### config.mk
export PLATFORM = sky130hd
export DESIGN_NAME = uplink_packet_deframer
export DESIGN_NICKNAME = d
export VERILOG_FILES = /design/src/rtl/upd_pkg.sv /design/src/rtl/uplink_packet_deframer.sv /design/src/rtl/upd_front.sv /design/src/rtl/upd_queue.sv /design/src/rtl/upd_back.sv
export SDC_FILE = /design/constraint.sdc
export NUM_CORES = 1
export LEC_CHECK = 0
export BUFFER_PORTS_ARGS = -buffer_cell sky130_fd_sc_hd__buf_2
export CAP_MARGIN = 5
export CORE_UTILIZATION = 35
export CTS_BUF_LIST = sky130_fd_sc_hd__clkbuf_4 sky130_fd_sc_hd__clkbuf_8 sky130_fd_sc_hd__clkbuf_16
export CTS_CLUSTER_DIAMETER = 200
export DETAILED_ROUTE_END_ITERATION = 10
export SLEW_MARGIN = 30
export SYNTH_ARGS = -nofsm -noshare
export SYNTH_HDL_FRONTEND = slang
export SYNTH_SLANG_ARGS = --single-unit
### constraint.sdc
create_clock -name clk -period 16.28 [get_ports clk]
set_input_delay 1.628 -clock clk [delete_from_list [all_inputs] [get_ports clk]]
set_output_delay 1.628 -clock clk [all_outputs]
set_load 0.01 [all_outputs]
### src/rtl/upd_pkg.sv
// Package for the uplink packet deframer: shared types, codes and the body
// length table. Used by every module of the block; depends on nothing.
package upd_pkg;

  // Widths of the fixed fields.
  localparam int unsigned ByteW  = 8;
  localparam int unsigned ValueW = 32;
  localparam int unsigned NumValues = 4;

  // Queue between the front and the back.
  localparam int unsigned QueueDepth = 4;
  localparam int unsigned QueuePtrW  = $clog2(QueueDepth);
  localparam int unsigned QueueCntW  = $clog2(QueueDepth + 1);

  // Configuration register indexes.
  localparam int unsigned CfgIndexW = 3;
  localparam logic [CfgIndexW-1:0] CFG_HEADER_FIRST  = 3'd0;
  localparam logic [CfgIndexW-1:0] CFG_HEADER_SECOND = 3'd1;
  localparam logic [CfgIndexW-1:0] CFG_TYPE_COMMAND  = 3'd2;
  localparam logic [CfgIndexW-1:0] CFG_TYPE_PARAM    = 3'd3;
  localparam logic [CfgIndexW-1:0] CFG_TYPE_MODE     = 3'd4;
  localparam logic [CfgIndexW-1:0] CFG_TYPE_WAYPOINT = 3'd5;

  // Packet kinds.
  localparam logic [1:0] KIND_CMD      = 2'd0;
  localparam logic [1:0] KIND_PARAM    = 2'd1;
  localparam logic [1:0] KIND_MODE     = 2'd2;
  localparam logic [1:0] KIND_WAYPOINT = 2'd3;

  // Hunt phases of the front.
  typedef enum logic [1:0] {
    PH_HDR1 = 2'd0,
    PH_HDR2 = 2'd1,
    PH_TYPE = 2'd2,
    PH_BODY = 2'd3
  } phase_t;

  // Configuration registers as seen by the front.
  typedef struct packed {
    logic [ByteW-1:0] header_first;
    logic [ByteW-1:0] header_second;
    logic [ByteW-1:0] type_command;
    logic [ByteW-1:0] type_param;
    logic [ByteW-1:0] type_mode;
    logic [ByteW-1:0] type_waypoint;
  } cfg_t;

  // One classified body byte, handed from front to back.
  typedef struct packed {
    logic [1:0]       kind;
    logic [3:0]       pos;
    logic             last;
    logic [ByteW-1:0] data;
  } beat_t;

  // Handshake between queue and back.
  typedef struct packed {
    logic  valid;
    beat_t beat;
  } queue_out_t;

  // Body length in bytes for each kind.
  function automatic logic [4:0] body_len(input logic [1:0] kind);
    logic [4:0] len;
    case (kind)
      KIND_CMD:      len = 5'd1;
      KIND_PARAM:    len = 5'd5;
      KIND_MODE:     len = 5'd1;
      KIND_WAYPOINT: len = 5'd16;
      default:       len = 5'd1;
    endcase
    return len;
  endfunction

endpackage

### src/rtl/uplink_packet_deframer.sv
// Uplink packet deframer, top level: front, queue and back.
// Depends on upd_pkg, upd_front, upd_queue and upd_back.
//
// Usage:
//   Input channel: one received byte per beat on rx_byte, with in_valid and
//   in_stall. The block hunts for the two header bytes, then a type byte
//   (bytes that match no type are skipped), then collects a body of 1, 5,
//   1 or 16 bytes for command, parameter, mode or waypoint packets.
//   Output channel: one packet per beat with out_valid and out_stall, giving
//   the kind, the code or parameter id and up to four little-endian signed
//   values in thousandths, passed on unscaled. Unused fields read as zero.
//   Configuration: cfg_write with cfg_index (0 to 5) and cfg_data sets the
//   header and type bytes; other indexes are ignored. Write only when idle.
//   Throughput: one byte per cycle while the queue has room; the back retires
//   one queued byte per cycle, but holds a finishing byte while the output stalls.
//   Output path: the last byte of a packet is written into the queue, and the
//   back loads the output register from the queue head as it pops that
//   byte, which waits while a previous packet is held by a stalled receiver.
//   Reset: rst clears the configuration to zero, the hunt, the queue and
//   the output valid flag. When the receiver stalls, the result holds, the
//   back keeps assembling the next packet, and the input stalls only once
//   the four-entry queue is full.
module uplink_packet_deframer (
  input  logic                              clk,
  input  logic                              rst,
  input  logic                              cfg_write,
  input  logic [upd_pkg::CfgIndexW-1:0]     cfg_index,
  input  logic [upd_pkg::ByteW-1:0]         cfg_data,
  input  logic                              in_valid,
  output logic                              in_stall,
  input  logic [upd_pkg::ByteW-1:0]         rx_byte,
  output logic                              out_valid,
  input  logic                              out_stall,
  output logic [1:0]                        packet_kind,
  output logic [upd_pkg::ByteW-1:0]         packet_code,
  output logic signed [upd_pkg::ValueW-1:0] value_a,
  output logic signed [upd_pkg::ValueW-1:0] value_b,
  output logic signed [upd_pkg::ValueW-1:0] value_c,
  output logic signed [upd_pkg::ValueW-1:0] value_d
);

  logic                accept;
  logic                push;
  upd_pkg::beat_t      push_beat;
  logic                full;
  upd_pkg::queue_out_t head;
  logic                pop;

  // Input beats are taken whenever the queue has room.
  assign in_stall = full;
  assign accept   = in_valid && !in_stall;

  upd_front u_front (
    .clk       (clk),
    .rst       (rst),
    .cfg_write (cfg_write),
    .cfg_index (cfg_index),
    .cfg_data  (cfg_data),
    .accept    (accept),
    .rx_byte   (rx_byte),
    .push      (push),
    .push_beat (push_beat)
  );

  upd_queue u_queue (
    .clk       (clk),
    .rst       (rst),
    .push      (push),
    .push_beat (push_beat),
    .full      (full),
    .head      (head),
    .pop       (pop)
  );

  upd_back u_back (
    .clk         (clk),
    .rst         (rst),
    .head        (head),
    .pop         (pop),
    .out_valid   (out_valid),
    .out_stall   (out_stall),
    .packet_kind (packet_kind),
    .packet_code (packet_code),
    .value_a     (value_a),
    .value_b     (value_b),
    .value_c     (value_c),
    .value_d     (value_d)
  );

endmodule

### src/rtl/upd_front.sv
// Front of the deframer: configuration registers, header and type hunt,
// and tagging of body bytes. Depends on upd_pkg.
module upd_front (
  input  logic                          clk,
  input  logic                          rst,
  input  logic                          cfg_write,
  input  logic [upd_pkg::CfgIndexW-1:0] cfg_index,
  input  logic [upd_pkg::ByteW-1:0]     cfg_data,
  input  logic                          accept,
  input  logic [upd_pkg::ByteW-1:0]     rx_byte,
  output logic                          push,
  output upd_pkg::beat_t                push_beat
);

  upd_pkg::cfg_t   cfg;
  upd_pkg::phase_t phase;
  upd_pkg::phase_t phase_next;
  logic [1:0]      kind;
  logic [1:0]      kind_next;
  logic [4:0]      remaining;
  logic [4:0]      remaining_next;
  logic            type_hit;
  logic [1:0]      type_kind;

  // Configuration registers; writes beyond the list are dropped.
  always_ff @(posedge clk) begin
    if (rst) begin
      cfg <= '0;
    end else if (cfg_write) begin
      case (cfg_index)
        upd_pkg::CFG_HEADER_FIRST:  cfg.header_first  <= cfg_data;
        upd_pkg::CFG_HEADER_SECOND: cfg.header_second <= cfg_data;
        upd_pkg::CFG_TYPE_COMMAND:  cfg.type_command  <= cfg_data;
        upd_pkg::CFG_TYPE_PARAM:    cfg.type_param    <= cfg_data;
        upd_pkg::CFG_TYPE_MODE:     cfg.type_mode     <= cfg_data;
        upd_pkg::CFG_TYPE_WAYPOINT: cfg.type_waypoint <= cfg_data;
        default: ;
      endcase
    end
  end

  // Type byte match, in priority order command, parameter, mode, waypoint.
  always_comb begin
    type_hit  = 1'b1;
    type_kind = upd_pkg::KIND_CMD;
    if (rx_byte == cfg.type_command) begin
      type_kind = upd_pkg::KIND_CMD;
    end else if (rx_byte == cfg.type_param) begin
      type_kind = upd_pkg::KIND_PARAM;
    end else if (rx_byte == cfg.type_mode) begin
      type_kind = upd_pkg::KIND_MODE;
    end else if (rx_byte == cfg.type_waypoint) begin
      type_kind = upd_pkg::KIND_WAYPOINT;
    end else begin
      type_hit = 1'b0;
    end
  end

  // Next state of the hunt.
  always_comb begin
    phase_next     = phase;
    kind_next      = kind;
    remaining_next = remaining;
    if (accept) begin
      case (phase)
        upd_pkg::PH_HDR1: begin
          if (rx_byte == cfg.header_first) phase_next = upd_pkg::PH_HDR2;
        end
        upd_pkg::PH_HDR2: begin
          phase_next = (rx_byte == cfg.header_second) ? upd_pkg::PH_TYPE
                                                      : upd_pkg::PH_HDR1;
        end
        upd_pkg::PH_TYPE: begin
          if (type_hit) begin
            kind_next      = type_kind;
            remaining_next = upd_pkg::body_len(type_kind);
            phase_next     = upd_pkg::PH_BODY;
          end
        end
        upd_pkg::PH_BODY: begin
          remaining_next = remaining - 5'd1;
          if (remaining == 5'd1) phase_next = upd_pkg::PH_HDR1;
        end
        default: phase_next = upd_pkg::PH_HDR1;
      endcase
    end
  end

  // Body bytes go to the queue with their kind and place in the body.
  always_comb begin
    push           = accept && (phase == upd_pkg::PH_BODY);
    push_beat.kind = kind;
    push_beat.pos  = 4'(upd_pkg::body_len(kind) - remaining);
    push_beat.last = (remaining == 5'd1);
    push_beat.data = rx_byte;
  end

  // Hunt state registers.
  always_ff @(posedge clk) begin
    if (rst) begin
      phase     <= upd_pkg::PH_HDR1;
      kind      <= upd_pkg::KIND_CMD;
      remaining <= '0;
    end else begin
      phase     <= phase_next;
      kind      <= kind_next;
      remaining <= remaining_next;
    end
  end

`ifndef ASSERT_OFF
  // A body in progress always has at least one byte still to come.
  assert property (@(posedge clk) disable iff (rst)
    (phase == upd_pkg::PH_BODY) |-> (remaining != 5'd0))
    else $error("body phase with no bytes remaining");

  // The last body byte returns the hunt to the first header.
  assert property (@(posedge clk) disable iff (rst)
    (push && push_beat.last) |=> (phase == upd_pkg::PH_HDR1))
    else $error("hunt did not restart after last body byte");
`endif

endmodule

### src/rtl/upd_queue.sv
// Short queue of classified body bytes between the front and the back.
// Depends on upd_pkg.
module upd_queue (
  input  logic                clk,
  input  logic                rst,
  input  logic                push,
  input  upd_pkg::beat_t      push_beat,
  output logic                full,
  output upd_pkg::queue_out_t head,
  input  logic                pop
);

  upd_pkg::beat_t                slots [upd_pkg::QueueDepth];
  logic [upd_pkg::QueuePtrW-1:0] wr_ptr;
  logic [upd_pkg::QueuePtrW-1:0] rd_ptr;
  logic [upd_pkg::QueueCntW-1:0] count;
  logic                          do_push;
  logic                          do_pop;

  assign full       = (count == upd_pkg::QueueCntW'(upd_pkg::QueueDepth));
  assign head.valid = (count != '0);
  assign head.beat  = slots[rd_ptr];
  assign do_push    = push && !full;
  assign do_pop     = pop && head.valid;

  // Entry storage.
  always_ff @(posedge clk) begin
    if (do_push) slots[wr_ptr] <= push_beat;
  end

  // Pointers and fill count.
  always_ff @(posedge clk) begin
    if (rst) begin
      wr_ptr <= '0;
      rd_ptr <= '0;
      count  <= '0;
    end else begin
      if (do_push) wr_ptr <= wr_ptr + 1'b1;
      if (do_pop)  rd_ptr <= rd_ptr + 1'b1;
      if (do_push && !do_pop) begin
        count <= count + 1'b1;
      end else if (do_pop && !do_push) begin
        count <= count - 1'b1;
      end
    end
  end

`ifndef ASSERT_OFF
  // The front never pushes into a full queue, since full stalls the input.
  assert property (@(posedge clk) disable iff (rst)
    push |-> !full)
    else $error("push into full queue");
`endif

endmodule

### src/rtl/upd_back.sv
// Back of the deframer: assembles codes and values from body bytes and holds
// the finished packet in the output register. Depends on upd_pkg.
module upd_back (
  input  logic                              clk,
  input  logic                              rst,
  input  upd_pkg::queue_out_t               head,
  output logic                              pop,
  output logic                              out_valid,
  input  logic                              out_stall,
  output logic [1:0]                        packet_kind,
  output logic [upd_pkg::ByteW-1:0]         packet_code,
  output logic signed [upd_pkg::ValueW-1:0] value_a,
  output logic signed [upd_pkg::ValueW-1:0] value_b,
  output logic signed [upd_pkg::ValueW-1:0] value_c,
  output logic signed [upd_pkg::ValueW-1:0] value_d
);

  logic [upd_pkg::ValueW-1:0] store      [upd_pkg::NumValues];
  logic [upd_pkg::ValueW-1:0] store_next [upd_pkg::NumValues];
  logic [upd_pkg::ByteW-1:0]  held_code;
  logic [upd_pkg::ByteW-1:0]  held_code_next;
  logic [3:0]                 vpos;
  logic                       is_value;
  logic                       out_free;
  logic                       finish;
  logic                       is_wp;
  logic                       is_param;

  // A beat moves on unless it finishes a packet and the output is occupied.
  assign out_free = !out_valid || !out_stall;
  assign pop      = head.valid && (!head.beat.last || out_free);
  assign finish   = pop && head.beat.last;
  assign is_wp    = (head.beat.kind == upd_pkg::KIND_WAYPOINT);
  assign is_param = (head.beat.kind == upd_pkg::KIND_PARAM);

  // Decode where the byte lands: code register or a byte of a value.
  always_comb begin
    held_code_next = held_code;
    is_value       = 1'b0;
    vpos           = head.beat.pos;
    if (is_param) begin
      if (head.beat.pos == 4'd0) begin
        held_code_next = head.beat.data;
      end else begin
        is_value = 1'b1;
        vpos     = head.beat.pos - 4'd1;
      end
    end else if (is_wp) begin
      is_value = 1'b1;
    end else begin
      held_code_next = head.beat.data;
    end
  end

  // Little-endian value assembly; the first byte of a value clears the rest.
  always_comb begin
    for (int i = 0; i < upd_pkg::NumValues; i++) begin
      store_next[i] = store[i];
    end
    if (is_value) begin
      case (vpos[1:0])
        2'd0: store_next[vpos[3:2]] = {24'd0, head.beat.data};
        2'd1: store_next[vpos[3:2]][15:8]  = head.beat.data;
        2'd2: store_next[vpos[3:2]][23:16] = head.beat.data;
        2'd3: store_next[vpos[3:2]][31:24] = head.beat.data;
        default: ;
      endcase
    end
  end

  // Assembly registers.
  always_ff @(posedge clk) begin
    if (pop) begin
      held_code <= held_code_next;
      for (int i = 0; i < upd_pkg::NumValues; i++) begin
        store[i] <= store_next[i];
      end
    end
  end

  // Output register valid flag.
  always_ff @(posedge clk) begin
    if (rst) begin
      out_valid <= 1'b0;
    end else if (finish) begin
      out_valid <= 1'b1;
    end else if (!out_stall) begin
      out_valid <= 1'b0;
    end
  end

  // Output payload, with unused fields forced to zero by kind.
  always_ff @(posedge clk) begin
    if (finish) begin
      packet_kind <= head.beat.kind;
      packet_code <= is_wp ? '0 : held_code_next;
      value_a     <= (is_wp || is_param) ? store_next[0] : '0;
      value_b     <= is_wp ? store_next[1] : '0;
      value_c     <= is_wp ? store_next[2] : '0;
      value_d     <= is_wp ? store_next[3] : '0;
    end
  end

`ifndef ASSERT_OFF
  // A finished packet never overwrites one that the receiver has not taken.
  assert property (@(posedge clk) disable iff (rst)
    (out_valid && out_stall) |-> !finish)
    else $error("result overwritten while stalled");
`endif

endmodule
==> results of run 1 <==
final cells by class:
type | count | share of cell area
Inverter | 33 | 0.00599
Multi-Input combinational cell | 842 | 0.289
Sequential cell | 401 | 0.550
Timing Repair Buffer | 176 | 0.0457
Tap cell | 672 | 0.0406
Clock inverter | 19 | 0.00968
Clock buffer | 59 | 0.0590
per-stage QoR:
stage                      util  power (mW)  cell area, um^2  setup WS, ns  hold slack [ns]
after floorplan               -        2.63            17800          2.83            0.448
after global placement    0.382        2.93            19200         11.51            0.453
after detailed placement  0.383        2.96            19200         11.44            0.459
after CTS                 0.411        3.95            20600         11.42            0.467
after global routing      0.412        4.13            20700         11.04            0.486
final                     0.412        3.93            20700         11.35            0.466
worst paths after layout:
path | cells after the start | to | start | slack [ns]
worst min register to register | 2 | u_front.cfg[1] | u_front.cfg[1] | 0.47
worst max register to register | 10 | u_back.value_d[12] | flop | 11.35
worst min-delay path | 2 | u_front.cfg[1] | u_front.cfg[1] | 0.47
worst max-delay path | 10 | u_back.value_d[12] | flop | 11.35
sequential cells by signal (all words and copies together), names as in the netlist, named ones only:
name	count
u_back.packet_code	8
u_queue.slots	60
u_front.phase	1
u_queue.count	3
u_back.packet_kind	2
u_queue.rd_ptr	2
u_back.value_b	32
u_queue.wr_ptr	2
u_back.value_a	32
u_front.remaining	5
u_front.kind	2
u_back.value_d	32
u_back.store	128
u_back.value_c	32
u_back.out_valid	1
u_back.held_code	8
u_front.cfg	48
power breakdown:
group / total (mW) / internal, mW / switching (mW)
clock network: 0.979 / 0.576 / 0.402
logic: 1.15 / 0.390 / 0.760
registers: 1.80 / 1.65 / 0.148
cell usage in the layout (no fill, tap or decap), types with 6 or more instances in the layout:
| cell type | Yosys | final |
|---|---|---|
| inv_1 | 32 | 31 |
| and2_1 | 37 | 35 |
| ha_1 | 11 | 11 |
| mux2_4 | 6 | 6 |
| o31ai_1 | 9 | 9 |
| a32oi_1 | 9 | 9 |
| a22o_1 | 104 | 104 |
| clkbuf_16 | 0 | 44 |
| a21o_1 | 9 | 9 |
| nor4_1 | 21 | 21 |
| a32o_1 | 23 | 23 |
| o2bb2ai_1 | 8 | 8 |
| nand2_1 | 185 | 185 |
| buf_2 | 10 | 163 |
| a31o_2 | 10 | 10 |
| mux2i_1 | 30 | 29 |
| o221ai_1 | 8 | 8 |
| nand3_1 | 36 | 36 |
| xnor2_1 | 18 | 18 |
| nor4b_1 | 9 | 8 |
| dfxtp_1 | 67 | 67 |
| buf_4 | 0 | 10 |
| o21ai_0 | 11 | 11 |
| clkinv_1 | 1 | 7 |
| nor2_1 | 57 | 55 |
| nor3_1 | 10 | 10 |
| mux4_2 | 14 | 14 |
| mux2_2 | 33 | 33 |
| a21oi_1 | 74 | 74 |
| clkbuf_4 | 0 | 14 |
| edfxtp_1 | 334 | 334 |
| xor2_1 | 40 | 40 |
worst reg2reg max path: cells and delay by family (launching register included):
| kind | cells | cell delay, ns |
|---|---|---|
| adders and majority gates | 1 | 0.28 |
| buffers and inverters | 2 | 0.57 |
| muxes | 1 | 0.71 |
| DFF | 1 | 0.30 |
| and+or+nand+nor | 5 | 2.35 |
| AOI/OAI and AO/OA | 1 | 0.49 |
metal layers:
metal,vias to the layer above,part of all wire,GRT usage
met5,-,0,0
li1,5447,-,-
met3,71,0.065,0.0281
met1,5819,0.45,0.236
met4,0,0.025,0.0530
met2,424,0.46,0.256
cells by family (layout without fill, tap and decap cells):
| group | count (synthesis) | count (layout) | share of synthesized area |
|---|---|---|---|
| muxes | 83 | 83 | 0.0605 |
| adders and majority gates | 12 | 12 | 0.00885 |
| buffers and inverters | 118 | 287 | 0.0289 |
| and+or+nand+nor | 402 | 402 | 0.111 |
| DFF | 401 | 401 | 0.638 |
| xor gates and xnor gates | 58 | 58 | 0.0285 |
| AOI/OAI and AO/OA | 287 | 287 | 0.124 |
==> results.sh, run 1 <==
export IMPL_status="completed"
export IMPL_grt_overflow=0
export IMPL_core_um2=50200
export IMPL_clk_latency_ns=0.58
export IMPL_path_clk_slew_ns=0.06
export IMPL_p_per_area_nw_per_um2=190
export IMPL_syn_nets=1397
export IMPL_cp_top_family="simple AND/OR/NAND/NOR gates"
export IMPL_post_synth_most_frequent_cells="edfxtp_1 (334), nand2_1 (185), a22o_1 (104)"
export IMPL_async_flop_share=0
export IMPL_fin_cells=2202
export IMPL_ant_nets=0
export IMPL_finalCriticalPeriod_ns=4.93
export IMPL_antenna_found_initial=0
export IMPL_h_tree_depth=2
export IMPL_skew_ns=0.0266
export IMPL_drt_wl_total_mm=43.3
export IMPL_drc=0
export IMPL_synth_top_area_cell="edfxtp_1"
export IMPL_ys_seq_elements=401
export IMPL_synthesis_area_um2=17800
export IMPL_multiInputGateArea_um2=5990
export IMPL_rows=82
export IMPL_place_congestion=0.826
export IMPL_synth_flop_cell="edfxtp_1"
export IMPL_drt_pass1_iter_count=6
export IMPL_cts_buffers=44
export IMPL_cts_tree="built"
export IMPL_max_freq_ghz=0.203
export IMPL_vias=11800
export IMPL_antennaDiodeCount=0
export IMPL_grt_first_pass_wirelength_mm=65.7
export IMPL_p_leak_nw=7.46
export IMPL_clk_path_buf_depth=3
export IMPL_drive_above_1_share=0.224
export IMPL_finalHoldViolCount=0
export IMPL_setup_viol=0
export IMPL_critical_path_class="reg -> reg"
export IMPL_arrival_ns=5.26
export IMPL_num_io_pins=164
export IMPL_cts_sinks=401
export IMPL_hold_path_class="reg -> reg"
export IMPL_yosys_area_top_type_share=0.563
export IMPL_rsz0062_at_grt="false"
export IMPL_syn_to_final_growth_pct=16.2
export IMPL_wire_per_inst_um=19.6
export IMPL_tightestPinTransition_ns=0.937
export IMPL_cpMostUsedCell="nor4_2"
export IMPL_synth_most_common_cell="edfxtp_1"
export IMPL_synth_cells=1361
export IMPL_synthTopCellsByArea="edfxtp_1 (56%), dfxtp_1 (7.5%), a22o_1 (5.1%)"
export IMPL_drt_iter0_drc=1054
export IMPL_required_ns=16.61
export IMPL_relSlewSlack=0.376
export IMPL_drv_slew=0
export IMPL_routed_via_density=5.34
export IMPL_grt_total_usage=0.165
export IMPL_synth_seq_area_share=0.638
export IMPL_die_width_um=228
export IMPL_finalSetupTns_ns=0
export IMPL_ir_drop_uv=128
export IMPL_crit_path_end_kind="flop"
export IMPL_cpPeakStageDelay_ns=0.72
export IMPL_dp_cells=2123
export IMPL_yosysUniqueCellTypes=68
export IMPL_cts_resized_gates=0
export IMPL_worst_setup_path_start_kind="flop"
export IMPL_initial_core_util=0.355
export IMPL_slowest_stage="nand3_1"
export IMPL_postCtsSetupRepairBufs=0
export IMPL_grt_pass1_vias=11000
export IMPL_timing_critical_path_buf_inv=2
export IMPL_yosys_warnings=0
export IMPL_cts_hold_buf=0
export IMPL_nets=1534
export IMPL_dpl_hpwl_mm=28.1
export IMPL_drv_cap=0
export IMPL_register_area_um2=11400
export IMPL_synth_edf_count=334
export IMPL_crit_path_cell_trace="buf_4 > mux4_2 > inv_1 > ha_1 > nand2_1 > nor3_1 > nor4_2 > nor4_2 > nand3_1 > a31o_2"
export IMPL_grt_max_degree=80
export IMPL_fillers=4633
export IMPL_portBuffers=163
export IMPL_avgSynthCellArea_um2=13.1
export IMPL_cp_max_fo=19
export IMPL_dieArea_um2=51800
export IMPL_post_route_period_util=0.303
export IMPL_dieHeight_um=228
export IMPL_cts_root_buf="clkbuf_16"
No activity file was read; power rests on OpenSTA's default activity.
==> run 2: changes to the inputs <==
--- a/config.mk
+++ b/config.mk
@@ -5,6 +5,7 @@
 export SDC_FILE = /design/constraint.sdc
 export NUM_CORES = 1
 export LEC_CHECK = 0
+export ABC_AREA = 1
 export BUFFER_PORTS_ARGS = -buffer_cell sky130_fd_sc_hd__buf_2
 export CAP_MARGIN = 5
 export CORE_UTILIZATION = 35
==> constraint.sdc (replaced) <==
create_clock -name clk -period 4.5 [get_ports clk]
set_input_delay 0.45 -clock clk [delete_from_list [all_inputs] [get_ports clk]]
set_output_delay 0.45 -clock clk [all_outputs]
set_load 0.01 [all_outputs]
==> results.sh, run 2 <==
export IMPL_worst_setup_path_start_kind="flop"
export IMPL_synth_top_area_cell="edfxtp_1"
export IMPL_skew_ns=0.0261
export IMPL_setup_viol=0
export IMPL_drv_cap=0
export IMPL_die_width_um=228
export IMPL_drive_above_1_share=0.161
export IMPL_wire_per_inst_um=16.6
export IMPL_tightestPinTransition_ns=0.912
export IMPL_hold_depth=2
export IMPL_rows=82
export IMPL_drc=0
export IMPL_cts_hold_buf=0
export IMPL_nets=2040
export IMPL_drt_pass1_iter_count=5
export IMPL_arrival_ns=3.97
export IMPL_grt_first_pass_wirelength_mm=70.5
export IMPL_r2r_cells=14
export IMPL_synthTopCellsByArea="edfxtp_1 (56%), nand2_1 (14%), dfxtp_1 (7.5%)"
export IMPL_finalSetupTns_ns=0
export IMPL_clk_latency_ns=0.57
export IMPL_worst_slack_ns=0.816
export IMPL_cts_resized_gates=0
export IMPL_largest_register_ff_count=128
export IMPL_initial_core_util=0.355
export IMPL_final_core_util=0.415
export IMPL_portBuffers=163
export IMPL_reg2reg_setup_slack_ns=0.82
export IMPL_crit_path_end_kind="flop"
export IMPL_largestRegisters="u_back.store (128), u_queue.slots (60), u_front.cfg (48)"
export IMPL_path_clk_slew_ns=0.06
export IMPL_yosysUniqueCellTypes=41
export IMPL_drt_iter0_drc=1142
export IMPL_synth_edf_count=334
export IMPL_drt_wl_total_mm=44.9
export IMPL_cts_buffers=44
export IMPL_antennaDiodeCount=0
export IMPL_syn_to_final_growth_pct=16.8
export IMPL_p_per_area_nw_per_um2=890
export IMPL_cts_tree="built"
export IMPL_finalHoldViolCount=0
export IMPL_r2r_end="u_back.value_c[2]"
export IMPL_grt_pass1_vias=12700
export IMPL_dp_cells=2630
export IMPL_total_power_mw=18.6
export IMPL_cts_root_buf="clkbuf_16"
export IMPL_post_route_period_util=0.819
export IMPL_h_tree_depth=2
export IMPL_dieArea_um2=51900
export IMPL_fin_area_um2=20900
export IMPL_finalCriticalPeriod_ns=3.68
export IMPL_vias=13400
export IMPL_place_area_um2=19500
export IMPL_ant_nets=0
export IMPL_dieHeight_um=228
export IMPL_routed_via_density=4.96
export IMPL_drv_slew=0
export IMPL_min_from="rst"
export IMPL_yosys_area_top_type_share=0.562
export IMPL_dpl_hpwl_mm=29.0
export IMPL_place_congestion=0.810
export IMPL_cp_max_fo=30
export IMPL_avgSynthCellArea_um2=9.70
export IMPL_synth_cells=1841
export IMPL_status="completed"
export IMPL_core_um2=50300
export IMPL_relSlewSlack=0.391
export IMPL_top_register="u_back.store"
export IMPL_grt_overflow=0
export IMPL_ys_seq_elements=401
export IMPL_critical_path_class="reg -> reg"
export IMPL_ir_drop_uv=484
export IMPL_grt_max_degree=117
export IMPL_hold_path_class="in -> reg"
export IMPL_yosys_warnings=0
export IMPL_synth_seq_area_share=0.637
export IMPL_synth_most_common_cell="nand2_1"
export IMPL_final_cell_mix="nand2_1 (643), edfxtp_1 (334), buf_2 (163)"
export IMPL_max_freq_ghz=0.271
export IMPL_synthesis_area_um2=17900
export IMPL_syn_nets=1877
export IMPL_num_io_pins=164
export IMPL_dp_slack_ns=0.804
export IMPL_synth_flop_cell="edfxtp_1"
export IMPL_required_ns=4.78
export IMPL_p_leak_nw=8.92
export IMPL_fin_cells=2709
export IMPL_antenna_found_initial=0
export IMPL_final_common_cell="nand2_1"
export IMPL_async_flop_share=0
export IMPL_post_synth_most_frequent_cells="nand2_1 (644), edfxtp_1 (334), a21oi_1 (152)"
export IMPL_grt_total_usage=0.170
export IMPL_holdPathEnd="u_back.out_valid"
export IMPL_hold_ws_ns=0.0688
export IMPL_clk_path_buf_depth=3
export IMPL_rsz0062_at_grt="false"
export IMPL_cts_sinks=401
export IMPL_postCtsSetupRepairBufs=0
-- run 2: cell count changes in the layout (fill, tap and decap cells not counted), sizes merged, moves of 38 or more --
cell / delta
nor2: +64
a21oi: +77
a22o: -104
and2: -38
nand3: +72
mux2: -39
inv: +92
o21ai: +83
nand2: +476
-- run 2: layer usage --
| layer | vias to the layer above | GRT usage | share of wire |
|---|---|---|---|
| met5 | - | 0 | 0 |
| met4 | 0 | 0.0512 | 0.021 |
| met3 | 65 | 0.0264 | 0.055 |
| met2 | 415 | 0.275 | 0.47 |
| met1 | 6410 | 0.235 | 0.46 |
| li1 | 6536 | - | - |
-- run 2: worst max path at each step --
stage / startpoint / to / slack (ns) / cells past startpoint
finish: flop / u_back.value_c[2] / 0.82 / 14
global route: flop / u_back.value_c[2] / 0.48 / 14
CTS: flop / u_back.value_c[2] / 0.81 / 14
detailed placement: flop / u_back.value_c[2] / 0.80 / 14
global placement: flop / u_back.value_c[10] / 0.93 / 16
floorplan: flop / u_back.packet_code[0] / -1.35 / 10
-- run 2: report_power, final --
group | leakage (nW) | internal [mW] | switching [mW]
logic | 4.47 | 2.14 | 5.81
registers | 3.76 | 6.51 | 0.590
clock network | 0.695 | 2.02 | 1.49
-- run 2: logic make-up after synthesis --
group	synth area share
AOI/OAI and AO/OA	0.0764
xor gates and xnor gates	0.0118
adders and majority gates	0.00883
buffers and inverters	0.0483
DFF	0.637
and+or+nand+nor	0.218
-- run 2: cell type report --
type / instances / area (um^2)
Fill cell: 4880 / 29400
Sequential cell: 401 / 11400
Multi-Input combinational cell: 1233 / 5690
Clock buffer: 52 / 1160
Timing Repair Buffer: 192 / 1050
Tap cell: 672 / 841
Inverter: 132 / 512
Clock inverter: 27 / 225
-- run 2: worst max-delay path, stage by stage (launching register included) --
cell and delay, ns:
dfxtp_2 0.40, inv_2 0.38, nand2_1 0.10, nand3_1 0.09, nand2_1 0.12, ha_1 0.26, nand3_2 0.13, inv_2 0.04
nand2_1 0.08, nand3_1 0.55, nor2_2 0.27, buf_4 0.31, nand3_2 0.33, o21ai_1 0.30, nor2_1 0.06
==> run 3: changes to the inputs <==
--- a/config.mk
+++ b/config.mk
@@ -5,7 +5,7 @@
 export SDC_FILE = /design/constraint.sdc
 export NUM_CORES = 1
 export LEC_CHECK = 0
-export ABC_AREA = 1
+export ABC_AREA = 0
 export BUFFER_PORTS_ARGS = -buffer_cell sky130_fd_sc_hd__buf_2
 export CAP_MARGIN = 5
 export CORE_UTILIZATION = 35
==> constraint.sdc (replaced) <==
create_clock -name clk -period 3.3 [get_ports clk]
set_input_delay 0.33 -clock clk [delete_from_list [all_inputs] [get_ports clk]]
set_output_delay 0.33 -clock clk [all_outputs]
set_load 0.01 [all_outputs]
==> results.sh, run 3 (synthesis gave the netlist of run 1 again) <==
export IMPL_grt_first_pass_wirelength_mm=66.5
export IMPL_syn_to_final_growth_pct=21.8
export IMPL_vias=12000
export IMPL_ir_drop_uv=774
export IMPL_antenna_found_initial=1
export IMPL_grt_max_degree=72
export IMPL_drv_cap=0
export IMPL_drt_iter0_drc=1026
export IMPL_path_clk_slew_ns=0.06
export IMPL_status="completed"
export IMPL_clk_path_buf_depth=3
export IMPL_cts_buffers=45
export IMPL_post_route_period_util=0.982
export IMPL_routed_via_density=5.27
export IMPL_hold_ws_ns=0.0838
export IMPL_hold_depth=3
export IMPL_cts_sinks=401
export IMPL_p_per_area_nw_per_um2=941
export IMPL_worst_setup_path_start_kind="flop"
export IMPL_hold_path_class="in -> reg"
export IMPL_drc=0
export IMPL_cp_max_fo=7
export IMPL_skew_ns=0.0202
export IMPL_required_ns=3.73
export IMPL_finalSetupTns_ns=0
export IMPL_dpl_hpwl_mm=29.6
export IMPL_initial_core_util=0.355
export IMPL_cts_hold_buf=0
export IMPL_cts_root_buf="clkbuf_16"
export IMPL_rsz0062_at_grt="true"
export IMPL_num_io_pins=164
export IMPL_largest_register_ff_count=128
export IMPL_grt_pass1_vias=11300
export IMPL_core_um2=50200
export IMPL_antennaDiodeCount=0
export IMPL_h_tree_depth=2
export IMPL_clk_latency_ns=0.58
export IMPL_drt_wl_total_mm=44.0
export IMPL_largestRegisters="u_back.store (128), u_queue.slots (60), u_front.cfg (48)"
export IMPL_rows=82
export IMPL_max_freq_ghz=0.308
export IMPL_relSlewSlack=0.482
export IMPL_holdPathEnd="u_front.cfg[18]"
export IMPL_cts_tree="built"
export IMPL_nets=1614
export IMPL_finalCriticalPeriod_ns=3.24
export IMPL_final_common_cell="edfxtp_1"
export IMPL_fin_area_um2=21700
export IMPL_drive_above_1_share=0.286
export IMPL_grt_total_usage=0.167
export IMPL_top_register="u_back.store"
export IMPL_p_leak_nw=7.97
export IMPL_place_congestion=0.820
export IMPL_portBuffers=163
export IMPL_min_from="cfg_data[2]"
export IMPL_arrival_ns=3.67
export IMPL_final_cell_mix="edfxtp_1 (334), nand2_1 (177), buf_2 (163)"
export IMPL_critical_path_class="reg -> reg"
export IMPL_dieHeight_um=228
export IMPL_ant_nets=0
export IMPL_place_area_um2=20000
export IMPL_die_width_um=228
export IMPL_drv_slew=0
export IMPL_dieArea_um2=51800
export IMPL_wire_per_inst_um=19.2
export IMPL_reg2reg_setup_slack_ns=0.06
export IMPL_tightestPinTransition_ns=0.770
export IMPL_finalHoldViolCount=0
export IMPL_crit_path_end_kind="flop"
export IMPL_total_power_mw=20.4
export IMPL_drt_pass1_iter_count=5
export IMPL_r2r_cells=10
export IMPL_grt_overflow=0
export IMPL_setup_viol=0
export IMPL_r2r_end="u_back.store[1][8]"
run 3: changes by cell type in the layout (fill, tap and decap cells not counted), sizes merged, moves of 23 or more:
cell / previous run / this run
and2: 0 / 38
nor4: 0 / 25
nand2: 662 / 186
a21oi: 152 / 75
buf: 192 / 255
a22o: 0 / 104
nand3: 108 / 36
nand4: 32 / 5
a32o: 0 / 23
o21ai: 95 / 12
mux2: 0 / 39
inv: 126 / 34
mux2i: 0 / 30
nor2: 121 / 57
run 3: per-layer routing:
layer / wire length (um) / global-route usage
met1: 19900 / 0.236
met2: 20200 / 0.261
met3: 2800 / 0.0306
met4: 1110 / 0.0524
met5: 10 / 0
run 3: worst max path at each step:
| stage | cells past startpoint | from | endpoint |
|---|---|---|---|
| after floorplan | 5 | flop | u_back.packet_code[0] |
| after global placement | 11 | flop | u_back.value_d[24] |
| after detailed placement | 11 | flop | u_back.value_a[27] |
| after CTS | 13 | flop | u_back.value_a[0] |
| after global routing | 12 | flop | u_back.store[2][3] |
| final | 10 | flop | u_back.store[1][8] |
run 3: per-stage QoR:
stage / worst slack (ns) / cells / util
6_report: 0.0581 / 2285 / 0.432
5_1_grt: -0.0834 / 2285 / 0.432
4_1_cts: 0.0108 / 2284 / 0.430
3_5_place_dp: -0.195 / 2202 / 0.398
3_3_place_gp: -0.158 / 2202 / 0.398
2_1_floorplan: -2.83 / 1361 / -
run 3: power breakdown:
part	leakage (nW)	internal, mW	switching, mW
Combinational	3.44	2.47	3.96
Sequential	3.78	8.14	0.749
Clock	0.754	3.06	2.02
Total	7.97	13.7	6.73
run 3: worst max-delay path: stages (launching register included):
cell and delay (ns):
dfxtp_4 0.38, mux4_2 0.51, inv_1 0.09, ha_1 0.17
inv_1 0.06, or4_4 0.53, buf_4 0.17, nand3_1 0.13
a31oi_2 0.25, nor2_1 0.55, a22o_1 0.26
run 3: what timing repair did:
item	in CTS	in global routing
setup buffers	0	1
endpoints found under the setup margin	96	179
gates resized for setup	21	24
pin swaps	0	1
run 3: cell type report:
cell class / count / area (um^2)
Fill cell: 4561 / 28500
Timing Repair Buffer: 255 / 1680
Multi-Input combinational cell: 842 / 6150
Inverter: 33 / 124
Clock inverter: 25 / 283
Clock buffer: 57 / 1230
Tap cell: 672 / 841
Sequential cell: 401 / 11400
